[src/rtl/core/dfr_pkg.sv]
// ----------------------------------------------------------------------------
// dfr_pkg
// Shared constants, request and register codes, the result record and the
// store port record of the delimited frame receiver.
// ----------------------------------------------------------------------------
package dfr_pkg;

	localparam int FRAME_MAX   = 64;
	localparam int STORE_DEPTH = FRAME_MAX + 1;
	localparam int ADDR_W      = $clog2(STORE_DEPTH);

	localparam int REQ_W   = 2;
	localparam int BYTE_W  = 8;
	localparam int INDEX_W = 7;
	localparam int LEN_W   = 7;
	localparam int POS_W   = $clog2(FRAME_MAX + 1);

	localparam int CFG_IDX_W  = 2;
	localparam int CFG_DATA_W = 8;

	typedef enum logic [REQ_W-1:0] {
		REQ_RX      = 2'd0,
		REQ_READ    = 2'd1,
		REQ_RELEASE = 2'd2,
		REQ_NONE    = 2'd3
	} req_t;

	typedef enum logic [CFG_IDX_W-1:0] {
		REG_BEGIN  = 2'd0,
		REG_END    = 2'd1,
		REG_SPARE2 = 2'd2,
		REG_SPARE3 = 2'd3
	} cfg_reg_t;

	// Result of one step, minus the stored byte that the RAM returns later.
	typedef struct packed {
		logic             frame_ready;
		logic [LEN_W-1:0] frame_len;
		logic             byte_taken;
		logic             buffer_overrun;
		logic             restart_timeout;
		logic             rd_hit;
	} res_t;

	// Port toward the frame store.
	typedef struct packed {
		logic              we;
		logic [ADDR_W-1:0] waddr;
		logic [BYTE_W-1:0] wdata;
		logic              re;
		logic [ADDR_W-1:0] raddr;
	} mem_req_t;

endpackage

[src/rtl/core/dfr_frame_ram.sv]
// ----------------------------------------------------------------------------
// dfr_frame_ram
// Frame byte store: one write port, one read port, registered read data.
// ----------------------------------------------------------------------------
module dfr_frame_ram (
	input  logic                          clk,
	input  dfr_pkg::mem_req_t             mreq,
	output logic [dfr_pkg::BYTE_W-1:0]    rdata
);
	import dfr_pkg::*;

	logic [BYTE_W-1:0] mem [STORE_DEPTH];

	always_ff @(posedge clk) begin
		if (mreq.we) begin
			mem[mreq.waddr] <= mreq.wdata;
		end
	end

	// Read data holds until the next read.
	always_ff @(posedge clk) begin
		if (mreq.re) begin
			rdata <= mem[mreq.raddr];
		end
	end

endmodule

[src/rtl/core/dfr_ctrl.sv]
// ----------------------------------------------------------------------------
// dfr_ctrl
// Delimiter decode, write position, pending flag and latched length; drives
// the frame store write and read ports for each accepted request.
// ----------------------------------------------------------------------------
module dfr_ctrl (
	input  logic                             clk,
	input  logic                             arst_n,
	input  logic                             cfg_we,
	input  logic [dfr_pkg::CFG_IDX_W-1:0]    cfg_index,
	input  logic [dfr_pkg::CFG_DATA_W-1:0]   cfg_data,
	input  logic                             accept,
	input  logic [dfr_pkg::REQ_W-1:0]        req_type,
	input  logic [dfr_pkg::BYTE_W-1:0]       rx_byte,
	input  logic                             line_error,
	input  logic [dfr_pkg::INDEX_W-1:0]      read_index,
	output dfr_pkg::res_t                    res,
	output dfr_pkg::mem_req_t                mreq
);
	import dfr_pkg::*;

	logic [BYTE_W-1:0] begin_byte_q;
	logic [BYTE_W-1:0] end_byte_q;
	logic [POS_W-1:0]  write_pos_q;
	logic              pending_q;
	logic [LEN_W-1:0]  len_q;

	logic [POS_W-1:0]  pos_d;
	logic              pending_d;
	logic [LEN_W-1:0]  len_d;
	logic              store;

	always_ff @(posedge clk or negedge arst_n) begin
		if (!arst_n) begin
			begin_byte_q <= BYTE_W'(2);
			end_byte_q   <= BYTE_W'(3);
		end else if (cfg_we) begin
			case (cfg_reg_t'(cfg_index))
				REG_BEGIN: begin_byte_q <= cfg_data[BYTE_W-1:0];
				REG_END:   end_byte_q   <= cfg_data[BYTE_W-1:0];
				default: ;
			endcase
		end
	end

	always_comb begin
		pos_d     = write_pos_q;
		pending_d = pending_q;
		len_d     = len_q;
		store     = 1'b0;
		res       = '0;
		case (req_t'(req_type))
			REQ_RX: begin
				if (!line_error && !pending_q) begin
					res.restart_timeout = 1'b1;
					if (rx_byte == begin_byte_q) begin
						// Begin byte mid-frame: resync without storing.
						if (write_pos_q != '0) begin
							pos_d = '0;
						end else begin
							store = 1'b1;
							pos_d = POS_W'(1);
						end
					end else if (rx_byte == end_byte_q) begin
						store     = 1'b1;
						pending_d = 1'b1;
						len_d     = LEN_W'(write_pos_q) + LEN_W'(1);
						pos_d     = '0;
					end else if (write_pos_q >= POS_W'(FRAME_MAX)) begin
						pos_d              = '0;
						res.buffer_overrun = 1'b1;
					end else begin
						store = 1'b1;
						pos_d = write_pos_q + POS_W'(1);
					end
				end
			end
			REQ_READ:    res.rd_hit = (read_index < INDEX_W'(len_q));
			REQ_RELEASE: pending_d = 1'b0;
			default: ;
		endcase
		res.byte_taken  = store;
		res.frame_ready = pending_d;
		res.frame_len   = len_d;
	end

	always_comb begin
		mreq.we    = accept && store;
		mreq.waddr = ADDR_W'(write_pos_q);
		mreq.wdata = rx_byte;
		mreq.re    = accept && res.rd_hit;
		mreq.raddr = read_index[ADDR_W-1:0];
	end

	always_ff @(posedge clk or negedge arst_n) begin
		if (!arst_n) begin
			write_pos_q <= '0;
			pending_q   <= 1'b0;
			len_q       <= '0;
		end else if (accept) begin
			write_pos_q <= pos_d;
			pending_q   <= pending_d;
			len_q       <= len_d;
		end
	end

endmodule

[src/rtl/core/dfr_out_stage.sv]
// ----------------------------------------------------------------------------
// dfr_out_stage
// Result pipeline: stage 1 waits for the store read, then an output register
// holds the finished result until the consumer takes it.
// ----------------------------------------------------------------------------
module dfr_out_stage (
	input  logic                          clk,
	input  logic                          arst_n,
	input  logic                          push,
	input  dfr_pkg::res_t                 res,
	input  logic [dfr_pkg::BYTE_W-1:0]    mem_rdata,
	output logic                          can_push,
	output logic                          out_valid,
	input  logic                          out_ready,
	output dfr_pkg::res_t                 res_out,
	output logic [dfr_pkg::BYTE_W-1:0]    rdata_out
);
	import dfr_pkg::*;

	logic  valid_s1;
	res_t  res_s1;
	logic  valid_q;
	logic  move;

	assign move      = valid_s1 && (!valid_q || out_ready);
	assign can_push  = !valid_s1 || move;
	assign out_valid = valid_q;

	always_ff @(posedge clk or negedge arst_n) begin
		if (!arst_n) begin
			valid_s1 <= 1'b0;
			valid_q  <= 1'b0;
		end else begin
			if (can_push) begin
				valid_s1 <= push;
			end
			if (move) begin
				valid_q <= 1'b1;
			end else if (out_ready) begin
				valid_q <= 1'b0;
			end
		end
	end

	always_ff @(posedge clk) begin
		if (push && can_push) begin
			res_s1 <= res;
		end
		if (move) begin
			res_out   <= res_s1;
			rdata_out <= res_s1.rd_hit ? mem_rdata : '0;
		end
	end

endmodule

[src/rtl/core/delimited_frame_receiver.sv]
// Result path: an accepted transfer enters stage 1 with its store read, then the output register.
// Throughput: one request per cycle while out_ready keeps up; the frame store
// is read and written once per cycle; a request enters while a result waits.
// Reset: arst_n clears position, pending flag, length and the pipeline and
// loads the delimiters (begin 0x02, end 0x03); store contents stay undefined.
// ----------------------------------------------------------------------------
// delimited_frame_receiver
// Serial frame assembler delimited by configurable begin and end bytes, with
// indexed read-back of the stored frame and an explicit release.
// ----------------------------------------------------------------------------
module delimited_frame_receiver (
	input  logic                             clk,
	input  logic                             arst_n,
	// configuration write port
	input  logic                             cfg_we,
	input  logic [dfr_pkg::CFG_IDX_W-1:0]    cfg_index,
	input  logic [dfr_pkg::CFG_DATA_W-1:0]   cfg_data,
	// request channel
	input  logic                             in_valid,
	output logic                             in_ready,
	input  logic [dfr_pkg::REQ_W-1:0]        req_type,
	input  logic [dfr_pkg::BYTE_W-1:0]       rx_byte,
	input  logic                             line_error,
	input  logic [dfr_pkg::INDEX_W-1:0]      read_index,
	// result channel
	output logic                             out_valid,
	input  logic                             out_ready,
	output logic                             frame_ready,
	output logic [dfr_pkg::LEN_W-1:0]        frame_len,
	output logic [dfr_pkg::BYTE_W-1:0]       read_data,
	output logic                             byte_taken,
	output logic                             buffer_overrun,
	output logic                             restart_timeout
);
	import dfr_pkg::*;

	logic              accept;
	res_t              res;
	res_t              res_out;
	mem_req_t          mreq;
	logic [BYTE_W-1:0] mem_rdata;

	// A transfer is taken whenever stage 1 is free or drains this cycle.
	assign accept = in_valid && in_ready;

	// Control state lives in flops; every accepted transfer updates it at
	// once, so the next request sees the new position and length.
	dfr_ctrl u_ctrl (
		.clk        (clk),
		.arst_n     (arst_n),
		.cfg_we     (cfg_we),
		.cfg_index  (cfg_index),
		.cfg_data   (cfg_data),
		.accept     (accept),
		.req_type   (req_type),
		.rx_byte    (rx_byte),
		.line_error (line_error),
		.read_index (read_index),
		.res        (res),
		.mreq       (mreq)
	);

	// Writes land at the accept edge; a read in any later transfer sees them,
	// so no forwarding path is needed.
	dfr_frame_ram u_ram (
		.clk   (clk),
		.mreq  (mreq),
		.rdata (mem_rdata)
	);

	// Hold the read data until stage 1 advances; drop it to zero on misses.
	dfr_out_stage u_out (
		.clk       (clk),
		.arst_n    (arst_n),
		.push      (accept),
		.res       (res),
		.mem_rdata (mem_rdata),
		.can_push  (in_ready),
		.out_valid (out_valid),
		.out_ready (out_ready),
		.res_out   (res_out),
		.rdata_out (read_data)
	);

	assign frame_ready     = res_out.frame_ready;
	assign frame_len       = res_out.frame_len;
	assign byte_taken      = res_out.byte_taken;
	assign buffer_overrun  = res_out.buffer_overrun;
	assign restart_timeout = res_out.restart_timeout;

endmodule
[config.mk]
export PLATFORM = sky130hd
export DESIGN_NAME = delimited_frame_receiver
export DESIGN_NICKNAME = d
export VERILOG_FILES = /design/src/rtl/core/dfr_pkg.sv /design/src/rtl/core/dfr_frame_ram.sv /design/src/rtl/core/dfr_ctrl.sv /design/src/rtl/core/dfr_out_stage.sv /design/src/rtl/core/delimited_frame_receiver.sv
export SDC_FILE = /design/constraint.sdc
export NUM_CORES = 1
export LEC_CHECK = 0
export BUFFER_PORTS_ARGS = -buffer_cell sky130_fd_sc_hd__clkbuf_2
export CAP_MARGIN = 30
export CORE_AREA = 5 5 327 329
export CTS_BUF_LIST = sky130_fd_sc_hd__clkbuf_8 sky130_fd_sc_hd__clkbuf_16
export CTS_CLUSTER_SIZE = 14
export DETAILED_ROUTE_END_ITERATION = 10
export DIE_AREA = 0 0 332 334
export PLACE_DENSITY = 0.36
export SLEW_MARGIN = 20
export SYNTH_ARGS = -nofsm -noshare
export SYNTH_HDL_FRONTEND = slang
export SYNTH_HIERARCHICAL = 1
export SYNTH_SLANG_ARGS = --single-unit
[constraint.sdc]
create_clock -name clk -period 3.4 [get_ports clk]
set_input_delay 0.34 -clock clk [delete_from_list [all_inputs] [get_ports clk]]
set_output_delay 0.34 -clock clk [all_outputs]
set_load 0.05 [all_outputs]
# Word level (Yosys, flattened, before mapping)
# Memory sizes are Yosys's and may differ from the RTL's. A register that Yosys moved wholly into a read port is not among the register bits.
# Index checks and enable logic that the tools add are counted.
dict set report totals {
  reg_bits 64
  mem_bits_rw 520
  in_bits 33
  output_inout_bits 21
  elab_cells 75
  memories 1
}
dict set report classes {
  add_sub_neg 1
  order_cmp 2
  n_eq_ne 5
  n_mux 25
  n_bitwise 2
  n_reduce_logical 20
}
# memory depth word_bits read_ports rd_clocked_by_memory_dff write_ports line
set memory_table {}
lappend memory_table {u_ram.mem 65 8 1 1 1 dfr_frame_ram.sv:12} ;# logic [BYTE_W-1:0] mem [STORE_DEPTH];
# op n
set ops {}
lappend ops {{$mux W7} 7}
lappend ops {{$mux W1} 17}
lappend ops {{$eq A8 B8 Y1} 2}
lappend ops {{$add A7 B1 Y7 const B} 1}
lappend ops {{$ge A7 B7 Y1 const B} 1}
lappend ops {{$lt A7 B7 Y1} 1}
lappend ops {{$reduce_bool A7 Y1} 1}
lappend ops {{$logic_and A1 B1 Y1} 6}
lappend ops {{$eq A2 B1 Y1 const B} 2}
lappend ops {{$logic_not A1 Y1} 4}
lappend ops {{$logic_not A2 Y1} 2}
lappend ops {{$reduce_and A2 Y1} 2}
lappend ops {{$reduce_or A4 Y1} 1}
lappend ops {{$reduce_and A3 Y1} 1}
lappend ops {{$eq A2 B2 Y1 const B} 1}
lappend ops {{$logic_or A1 B1 Y1} 2}
lappend ops {{$not A1 Y1} 2}
lappend ops {{$pmux W1 S2} 1}
lappend ops {{$reduce_bool A2 Y1} 1}

# Logic depth before layout (Yosys ltp)
# Gate-level depths: netlist of run 1.
dict set report logic_depth {
  word_depth 9
  depth_mapped 10
}

# Cells and area by module
# The synthesis of run 1 kept the hierarchy.
# module instances cells_each area_per_inst_um2
set by_module_without_submodules {}
lappend by_module_without_submodules {dfr_frame_ram 1 944 20519.7}
lappend by_module_without_submodules {dfr_ctrl 1 185 2004.4}
lappend by_module_without_submodules {dfr_out_stage 1 48 1114.8}
lappend by_module_without_submodules {delimited_frame_receiver 1 1 6.3}

# Worst setup path before layout of run 1
# OpenSTA, ideal clock, no wires.
dict set report synth_timing {
  path_type {register to register}
  startpoint {reg u_ctrl.write_pos_q[0]}
  endpoint {mem u_ram.mem[18][0], enable pin}
  setup_time_ps 383
  t_arrival_ps 2804
  required_ps 3017
  setup_slack_ps 213
  stages_incl_launch_ff 10
  synth_period_minus_slack_ps 3187
  path_cell_list {dfrtp_1 inv_1 ha_1 or4b_2 nor3_1 mux2i_1 nor2_1 clkbuf_1 nand3_1 nor3_1}
}
# element line
set synth_lines {}
lappend synth_lines {{start: declaration} dfr_ctrl.sv:24} ;# logic [POS_W-1:0] write_pos_q;
lappend synth_lines {{start signal: assignment} dfr_ctrl.sv:101} ;# write_pos_q <= pos_d;
lappend synth_lines {{end: declaration} dfr_frame_ram.sv:12}

==> results of run 1 <==
[routing by layer]
| metal | routed length, um | global-route usage | up-vias | part of all wire |
|---|---|---|---|---|
| met1 | 28500 | 0.150 | 6243 | 0.45 |
| met2 | 31300 | 0.190 | 203 | 0.49 |
| met5 | 0 | 0 | - | 0 |
| met4 | 1230 | 0.0286 | 0 | 0.019 |
| met3 | 2610 | 0.0222 | 87 | 0.041 |
| li1 | - | - | 5144 | - |
[layout by cell type (no fill, tap or decap), types with 14 or more instances in the layout]
cell,count
dfrtp_1,30
a22oi_1,16
inv_1,29
mux2i_1,43
mux4_2,120
clkbuf_2,50
nand2_1,18
clkinv_1,14
nor2_1,74
clkbuf_16,69
mux2_2,60
buf_4,113
xnor2_1,19
edfxtp_1,559
[sequential cells by signal, summed over array words and instances (netlist names)]
register             flops
u_ram/mem              520
u_out/res_s1            12
u_out/res_out           11
u_ctrl/begin_byte_q      8
u_ctrl/end_byte_q        8
u_out/rdata_out          8
u_ram/rdata              8
u_ctrl/len_q             7
u_ctrl/write_pos_q       7
u_ctrl/pending_q         1
u_out/out_valid          1
u_out/valid_s1           1
[power by group]
| group | total (uW) | internal [uW] | switching (uW) |
|---|---|---|---|
| Sequential | 8160 | 8100 | 65.5 |
| Clock | 7100 | 4150 | 2950 |
| Combinational | 1310 | 451 | 860 |
[per-stage QoR]
step	utilization	setup slack (ns)	setup TNS (ns)
after detailed placement	0.254	-0.0790	-0.653
after global placement	0.254	-0.0269	-0.214
after CTS	0.275	0.00676	0
after global routing	0.276	0.0443	0
after floorplan	-	0.213	0
final	0.276	0.245	0
[worst max-delay path by stage]
stage,end,from,slack (ns)
5_1_grt,u_ram/mem[54][6]$_DFFE_PP_,u_ctrl/write_pos_q[0]$_DFFE_PN0P_,0.04
3_3_place_gp,u_ram/mem[54][2]$_DFFE_PP_,u_ctrl/write_pos_q[0]$_DFFE_PN0P_,-0.03
2_1_floorplan,u_ram/mem[18][0]$_DFFE_PP_,u_ctrl/write_pos_q[0]$_DFFE_PN0P_,0.21
6_report,u_ram/mem[54][2]$_DFFE_PP_,u_ctrl/write_pos_q[0]$_DFFE_PN0P_,0.25
3_5_place_dp,u_ram/mem[54][2]$_DFFE_PP_,u_ctrl/write_pos_q[0]$_DFFE_PN0P_,-0.08
4_1_cts,u_ram/mem[54][2]$_DFFE_PP_,u_ctrl/write_pos_q[0]$_DFFE_PN0P_,0.007
[area by class of cell]
class                   instances  share of cell area
clock buffers                  69              0.0607
flip-flops and latches        592               0.619
multi-input cells             500               0.196
well taps                    1380              0.0607
inverters                      13             0.00171
clock inverters                51              0.0145
repair buffers                181              0.0475
[worst register-to-register path: stages, from the launching register on]
cell and delay [ns]:
dfrtp_1 0.38, inv_1 0.08, ha_1 0.13, or4b_2 0.57
nor3_1 0.24, mux2i_1 0.19, nor2_4 0.24, nor2b_2 0.28
nand3_1 0.28, nor2_1 0.23, buf_4 0.22
[timing repair]
| item | in CTS | in global routing |
|---|---|---|
| hold endpoints to repair | 46 | 0 |
| pin swaps | 0 | 0 |
| gates resized for setup | 1 | 3 |
| hold buffers | 9 | 0 |
| endpoints found under the setup margin | 112 | 153 |
==> flow_summary.json, run 1 <==
{
  "worstRegToRegCells": 10,
  "clock_sinks": 592,
  "critical_path_arrival_ns": 3.45,
  "wl_per_cell_um": 22.8,
  "netlist_area_um2": 23600,
  "hold_viol_final": 0,
  "antenna_found_initial": 0,
  "worstPathRequired_ns": 3.70,
  "synthesis.nets": 1218,
  "path_class": "register to register",
  "holdPathEnd": "u_out/out_valid$_DFFE_PN0P_",
  "dr.pass1.iters": 5,
  "fin_area_um2": 28500,
  "vias_per_cell": 4.19,
  "placed_area_um2": 26200,
  "die_h_um": 334,
  "drc": 0,
  "reg2reg_slack_ns": 0.25,
  "start_util": 0.229,
  "path_clk_slew_ns": 0.06,
  "cts_tree": "built",
  "clk-insertion-delay-late_ns": 0.60,
  "drt-initial-drc-count": 725,
  "slew_headroom": 0.402,
  "seq_area_um2": 17600,
  "ys_warn_count": 6,
  "io_buffers": 53,
  "pin_count": 54,
  "instances_no_fill": 2786,
  "critPathLaunchType": "register",
  "overflow": 0,
  "crit_buf_inv": 2,
  "end_kind": "register",
  "gp_congestion": 0.726,
  "grt_max_degree": 66,
  "rows": 118,
  "numPlacedInstances": 2656,
  "max_stage_delay_ns": 0.57,
  "pwr_density_cell_nw_per_um2": 583,
  "setup_viol_count_final": 0,
  "worstHoldPathCells": 3,
  "fillers": 10200,
  "die_area_um2": 111000,
  "fin_crit_ns": 3.15,
  "die_w_um": 332,
  "htree_levels": 3,
  "layout-drive-gt1-share": 0.326,
  "critical_path.top_delay_family": "simple AND/OR/NAND/NOR gates",
  "grt_pass1_vias": 12500,
  "cap_violations": 0,
  "layout_worst_path_cycle_share": 0.928,
  "syn_to_final_growth_pct": 20.5,
  "hpwlAfterDp_um": 39300,
  "maxSlewViolCount": 0,
  "slowest_stage": "or4b_2",
  "reg2reg_to": "u_ram/mem[54][2]$_DFFE_PP_",
  "critical_path.cell_chain": "inv_1 > ha_1 > or4b_2 > nor3_1 > mux2i_1 > nor2_4 > nor2b_2 > nand3_1 > nor2_1 > buf_4",
  "grt_util_all_layers": 0.113,
  "run_status": "completed",
  "post_cts_buffers": 0,
  "wl_um": 63600,
  "multiInputGateArea_um2": 5570,
  "num_antenna_cells": 0,
  "layout.nets": 1396,
  "cts-root-buf": "clkbuf_16",
  "grt_first_pass_wirelength_um": 91700,
  "cts_max_path_buffers": 3,
  "power_leakage_uw": 0.00926,
  "core_um2": 103000,
  "synthCells": 1177,
  "numCtsBuffers": 67,
  "holdCritPathClass": "input pin to register",
  "tightestPinTransition_ns": 0.897,
  "syn_avg_cell_area_um2": 20.1,
  "rsz0062_at_grt": "false",
  "hp-start": "out_ready",
  "fmax_mhz": 317,
  "crit_cells": 10,
  "r2r-start": "u_ctrl/write_pos_q[0]$_DFFE_PN0P_",
  "hold_slack_ns": 0.0514,
  "crit_fanout": 8,
  "ir_worst_vdd_mv": 0.275,
  "vias": 11700,
  "postRouteAntennaNets": 0,
  "p_total_uw": 16600,
  "fin_skew_ns": 0.0181
}
Power figures use the tool's default switching activity.
==> run 2, diff against run 1 <==
- SETUP_SLACK_MARGIN: not set -> 0.4
==> run 2 against run 1 <==
Against the previous run: fmax grew 11%; clock power rose by 1%; wire length is 1.4% lower; non-clock buffer count shrank 3; power up 0.58%; clock skew about the same; critical path depth rose by 1; first-iteration DRC count fell by 10%; sequential cell count is the same; utilization up 0.13 points; sequential share of layout area is 0.29 points lower; critical path type unchanged; largest power group unchanged; highest routed layer unchanged.
==> flow_summary.json, run 2 (synthesis gave the netlist of run 1 again) <==
{
  "rsz0062_at_grt": "false",
  "core_um2": 103000,
  "htree_levels": 3,
  "worstPathRequired_ns": 3.69,
  "fin_tns_setup_ns": 0,
  "hold_viol_final": 0,
  "largest_reg_flops": 520,
  "die_h_um": 334,
  "start_util": 0.229,
  "critical_path.top_delay_family": "simple AND/OR/NAND/NOR gates",
  "die_w_um": 332,
  "crit_buf_inv": 4,
  "layout.nets": 1396,
  "cts_max_path_buffers": 3,
  "post-route-worst-setup-slack_ns": 0.552,
  "layout-drive-gt1-share": 0.343,
  "path_class": "register to register",
  "dr.pass1.iters": 5,
  "drc": 0,
  "fmax_mhz": 351,
  "critPathLaunchType": "register",
  "wl_per_cell_um": 22.5,
  "clk-insertion-delay-late_ns": 0.60,
  "reg_top3": "u_ram/mem: 520 flops, u_out/res_s1: 12 flops, u_out/res_out: 11 flops",
  "pwr_density_cell_nw_per_um2": 583,
  "max_stage_delay_ns": 0.48,
  "postRouteAntennaNets": 0,
  "worstHoldPathCells": 3,
  "layout_worst_path_cycle_share": 0.838,
  "setup_viol_count_final": 0,
  "pwr-share-clk": 0.432,
  "pin_count": 54,
  "io_buffers": 53,
  "cts_tree": "built",
  "fin_skew_ns": 0.0183,
  "grt_util_all_layers": 0.112,
  "wl_um": 62700,
  "path_common_cell": "buf_6",
  "crit_cells": 11,
  "vias": 11600,
  "clock_sinks": 592,
  "maxSlewViolCount": 0,
  "hpwlAfterDp_um": 39900,
  "vias_per_cell": 4.15,
  "ir_worst_vdd_mv": 0.281,
  "worstRegToRegCells": 11,
  "holdCritPathClass": "input pin to register",
  "drt-initial-drc-count": 652,
  "cts-root-buf": "clkbuf_16",
  "fillers": 10300,
  "numCtsBuffers": 70,
  "grt_first_pass_wirelength_um": 90900,
  "rows": 118,
  "grt_max_degree": 66,
  "run_status": "completed",
  "path_clk_slew_ns": 0.06,
  "die_area_um2": 111000,
  "slew_headroom": 0.400,
  "final_common_cell": "edfxtp_1",
  "fin_crit_ns": 2.85,
  "critical_path.cell_chain": "inv_1 > ha_1 > or4b_4 > nor3_4 > mux2i_2 > nor2_2 > buf_6 > nand4_1 > buf_6 > nor2_1 > buf_4",
  "numPlacedInstances": 2650,
  "cap_violations": 0,
  "p_int_uw": 12900,
  "grt_pass1_vias": 12500,
  "overflow": 0,
  "swShare": 0.228,
  "seqPwrFrac": 0.490,
  "final_cell_mix": "edfxtp_1 (559), mux4_2 (120), buf_4 (104), clkbuf_16 (73), nor2_1 (68)",
  "power_leakage_uw": 0.00929,
  "critical_path_arrival_ns": 3.14,
  "antenna_found_initial": 0,
  "tightestPinTransition_ns": 0.901,
  "syn_to_final_growth_pct": 21.1,
  "gp_congestion": 0.753,
  "instances_no_fill": 2784,
  "end_kind": "register",
  "p_sw_uw": 3800,
  "place_ws_ns": 0.202,
  "power_frac_comb": 0.078,
  "slowest_stage": "or4b_4",
  "crit_fanout": 8,
  "top_register": "u_ram/mem"
}
run 2: cell types whose count changed in the layout (fill, tap and decap cells not counted), sizes merged:
| cell | before | now |
|---|---|---|
| buf | 122 | 119 |
| clkbuf | 119 | 123 |
| clkinv | 21 | 26 |
| clkinvlp | 3 | 1 |
| diode | 0 | 2 |
| inv | 34 | 26 |
run 2: metal layers:
metal,GRT usage,part of all wire
met5,0,0
met4,0.0429,0.033
met3,0.0184,0.031
met2,0.182,0.48
met1,0.152,0.46
run 2: final timing paths:
check | start | endpoint | slack [ns]
min in group asynchronous | arst_n | u_ctrl/end_byte_q[2]$_DFFE_PN0P_ | 0.17
max reg2reg | u_ctrl/write_pos_q[0]$_DFFE_PN0P_ | u_ram/mem[31][5]$_DFFE_PP_ | 0.55
min | out_ready | u_out/valid_s1$_DFFE_PN0P_ | 0.05
min reg2reg | u_out/res_s1[11]$_DFFE_PP_ | u_out/res_out[11]$_DFFE_PP_ | 0.42
max in group asynchronous | arst_n | u_ctrl/len_q[3]$_DFFE_PN0P_ | 2.79
max | u_ctrl/write_pos_q[0]$_DFFE_PN0P_ | u_ram/mem[31][5]$_DFFE_PP_ | 0.55
run 2: what timing repair did:
action / 4_1_cts / 5_1_grt
pin swaps: 2 / 2
hold buffers: 9 / 0
resized for setup: 10 / 11
gates cloned: 0 / 1
endpoints found under the hold margin: 46 / 0
endpoints found under the setup margin: 422 / 429
buffers inserted: 0 / 1
run 2: cell type report:
class                      count  area, um2  share of cell area
sequential                   592      17600               0.616
multi-input combinational    500       5670               0.198
clock buffer                  73       1830              0.0639
tap                         1380       1730              0.0604
timing repair buffer         178       1340              0.0469
clock inverter                46        362              0.0126
inverter                      13       48.8             0.00171
antenna                        2       5.00            0.000175
run 2: per-stage QoR:
| stage | cell area, um2 | utilization | hold slack (ns) | total power (uW) |
|---|---|---|---|---|
| CTS | 28500 | 0.276 | 0.00275 | 17000 |
| global placement | 26200 | 0.254 | 0.404 | 9620 |
| detailed placement | 26200 | 0.254 | 0.406 | 9620 |
| floorplan | 23700 | - | 0.0444 | 9100 |
| finish | 28600 | 0.277 | 0.0539 | 16700 |
| global route | 28600 | 0.277 | 0.0301 | 17400 |
run 2: power by group through the flow:
stage,sequential [uW],combinational (uW),clock (uW)
floorplan,8390,715,0
global placement,8320,1300,0
detailed placement,8310,1310,0
CTS,8160,1320,7480
global route,8170,1410,7770
finish,8170,1310,7200
run 2: worst min-delay path, delay by kind of cell:
kind	cells	cell delay (ns)
buffers and inverters	1	0.08
AND/OR/NAND/NOR	2	0.18
==> run 3, diff against run 2 <==
- PLACE_DENSITY: 0.36 -> 0.34
- clock period: 3.4 -> 2.7 ns (I/O delays scaled with it)
==> run 3 against run 2 <==
Against the previous run: first-iteration DRC count is 15% higher; register-to-register slack worse by 0.53 ns; count of clock-buffer cells in the layout is 2 higher; clock power is 29% higher; sequential cell count stayed put.
==> flow_summary.json, run 3 (synthesis gave the netlist of run 1 again) <==
{
  "cap_violations": 0,
  "crit_fanout": 8,
  "fin_tns_setup_ns": 0,
  "path_common_cell": "buf_4",
  "syn_to_final_growth_pct": 27.7,
  "vias_per_cell": 4.15,
  "start_util": 0.229,
  "overflow": 0,
  "gp_congestion": 0.771,
  "holdCritPathClass": "input pin to register",
  "use_met3": 0.0210,
  "reg_top3": "u_ram/mem: 520 flops, u_out/res_s1: 12 flops, u_out/res_out: 11 flops",
  "vias": 11800,
  "drt-initial-drc-count": 750,
  "die_w_um": 332,
  "die_h_um": 334,
  "num_antenna_cells": 0,
  "grt_max_degree": 66,
  "run_status": "completed",
  "numCtsBuffers": 71,
  "tightestPinTransition_ns": 0.959,
  "rows": 118,
  "pwr_density_cell_nw_per_um2": 713,
  "worstPathRequired_ns": 2.98,
  "power_leakage_uw": 0.00978,
  "core_um2": 103000,
  "die_area_um2": 111000,
  "setup_viol_count_final": 0,
  "cts-root-buf": "clkbuf_16",
  "slew_headroom": 0.361,
  "cts_tree": "built",
  "cts_max_path_buffers": 3,
  "grt_pass1_vias": 12800,
  "wl_per_cell_um": 22.7,
  "dr.pass1.iters": 4,
  "hpwlAfterDp_um": 42200,
  "final_common_cell": "edfxtp_1",
  "final_cell_mix": "edfxtp_1 (559), mux4_2 (120), buf_4 (99), clkbuf_16 (75), mux2_2 (60)",
  "crit_buf_inv": 5,
  "grt_use_met1": 0.159,
  "htree_levels": 3,
  "layout-drive-gt1-share": 0.406,
  "critPathLaunchType": "register",
  "largest_reg_flops": 520,
  "fin_crit_ns": 2.67,
  "ir_worst_vdd_mv": 0.411,
  "critical_path.cell_chain": "inv_2 > ha_4 > or4b_4 > nor3_4 > mux2i_2 > nor2_1 > buf_4 > buf_4 > buf_6 > nand4_1 > buf_12 > nor2_4",
  "grt_first_pass_wirelength_um": 94200,
  "pin_count": 54,
  "critical_path_arrival_ns": 2.96,
  "grt.busiest_layer": "met2",
  "path_clk_slew_ns": 0.06,
  "fin_area_um2": 30200,
  "maxSlewViolCount": 0,
  "io_buffers": 53,
  "fmax_mhz": 374,
  "rsz0062_at_grt": "true",
  "clock_sinks": 592,
  "antenna_found_initial": 0,
  "fillers": 10100,
  "critical_path.top_delay_family": "simple AND/OR/NAND/NOR gates",
  "top_register": "u_ram/mem",
  "slowest_stage": "or4b_4",
  "layout.nets": 1457,
  "end_kind": "register",
  "max_stage_delay_ns": 0.46,
  "drc": 0,
  "fin_skew_ns": 0.0217,
  "postRouteAntennaNets": 0,
  "grt_util_all_layers": 0.116,
  "wl_um": 64800,
  "clk-insertion-delay-late_ns": 0.61,
  "met2_usage": 0.192,
  "hold_viol_final": 0,
  "layout_worst_path_cycle_share": 0.990,
  "path_class": "register to register",
  "placed_area_um2": 27300
}
==> run 3: changes by cell type in the layout (fill, tap and decap cells not counted), moves of 5 or more <==
cell and delta:
nor2_2 +6, nor2_1 -48, nor3_2 -6, buf_12 +39, buf_6 +22, nor3_4 +9, inv_1 -5, clkinv_2 -6
clkinv_1 +9, nor2_4 +42, buf_4 -5
==> run 3: report_power, final <==
part	internal, uW	total [uW]	switching, uW
combinational	735	1980	1250
sequential	10200	10300	73.1
clock	5490	9260	3770
total	16400	21500	5090
==> run 3: area by class of cell <==
| type | instances | area, um2 | area share |
|---|---|---|---|
| Inverter | 13 | 48.8 | 0.00162 |
| Tap cell | 1380 | 1730 | 0.0572 |
| Clock buffer | 75 | 1880 | 0.0622 |
| Clock inverter | 51 | 377 | 0.0125 |
| Multi-Input combinational cell | 500 | 6130 | 0.203 |
| Sequential cell | 592 | 17600 | 0.584 |
| Timing Repair Buffer | 238 | 2390 | 0.0793 |
==> run 3: repair_timing <==
action,CTS,global route
setup buffers,13,4
hold buffers,11,0
setup endpoints to repair,520,522
pin swaps,22,9
gates resized for setup,68,8
hold endpoints to repair,36,0
==> run 3: final timing paths <==
path / slack, ns / end / startpoint / cells past startpoint
max: 0.03 / u_ram/mem[55][6]$_DFFE_PP_ / u_ctrl/write_pos_q[1]$_DFFE_PN0P_ / 12
min: 0.06 / u_ctrl/pending_q$_DFFE_PN0P_ / req_type[1] / 4
max reg2reg: 0.03 / u_ram/mem[55][6]$_DFFE_PP_ / u_ctrl/write_pos_q[1]$_DFFE_PN0P_ / 12
min reg2reg: 0.42 / u_out/res_out[4]$_DFFE_PP_ / u_out/res_s1[4]$_DFFE_PP_ / 0
max in group asynchronous: 1.85 / u_ctrl/write_pos_q[0]$_DFFE_PN0P_ / arst_n / 3
min in group asynchronous: 0.21 / u_ctrl/end_byte_q[2]$_DFFE_PN0P_ / arst_n / 2
==> run 3: layer usage <==
metal	up-vias	part of all wire
li1	5293	-
met1	6234	0.46
met2	201	0.48
met3	83	0.034
met4	0	0.023
met5	-	0
==> run 3: per-stage QoR <==
step / hold WS [ns] / util / total power, uW / std cells / worst slack (ns)
global route: 0.0898 / 0.292 / 22400 / 2849 / -0.133
floorplan: -0.0256 / - / 11600 / 1177 / -0.0308
global placement: 0.307 / 0.264 / 12400 / 2695 / -0.0956
CTS: 0.0277 / 0.292 / 21900 / 2845 / -0.0720
finish: 0.0607 / 0.292 / 21500 / 2849 / 0.0263
detailed placement: 0.313 / 0.264 / 12400 / 2695 / -0.126
==> run 3: worst register-to-register path, delay by kind of cell, from the launching register on <==
family | cells | cell delay, ns
and+or+nand+nor | 5 | 1.12
buffers and inverters | 5 | 0.63
DFF | 1 | 0.39
adders and majority gates | 1 | 0.12
muxes | 1 | 0.10
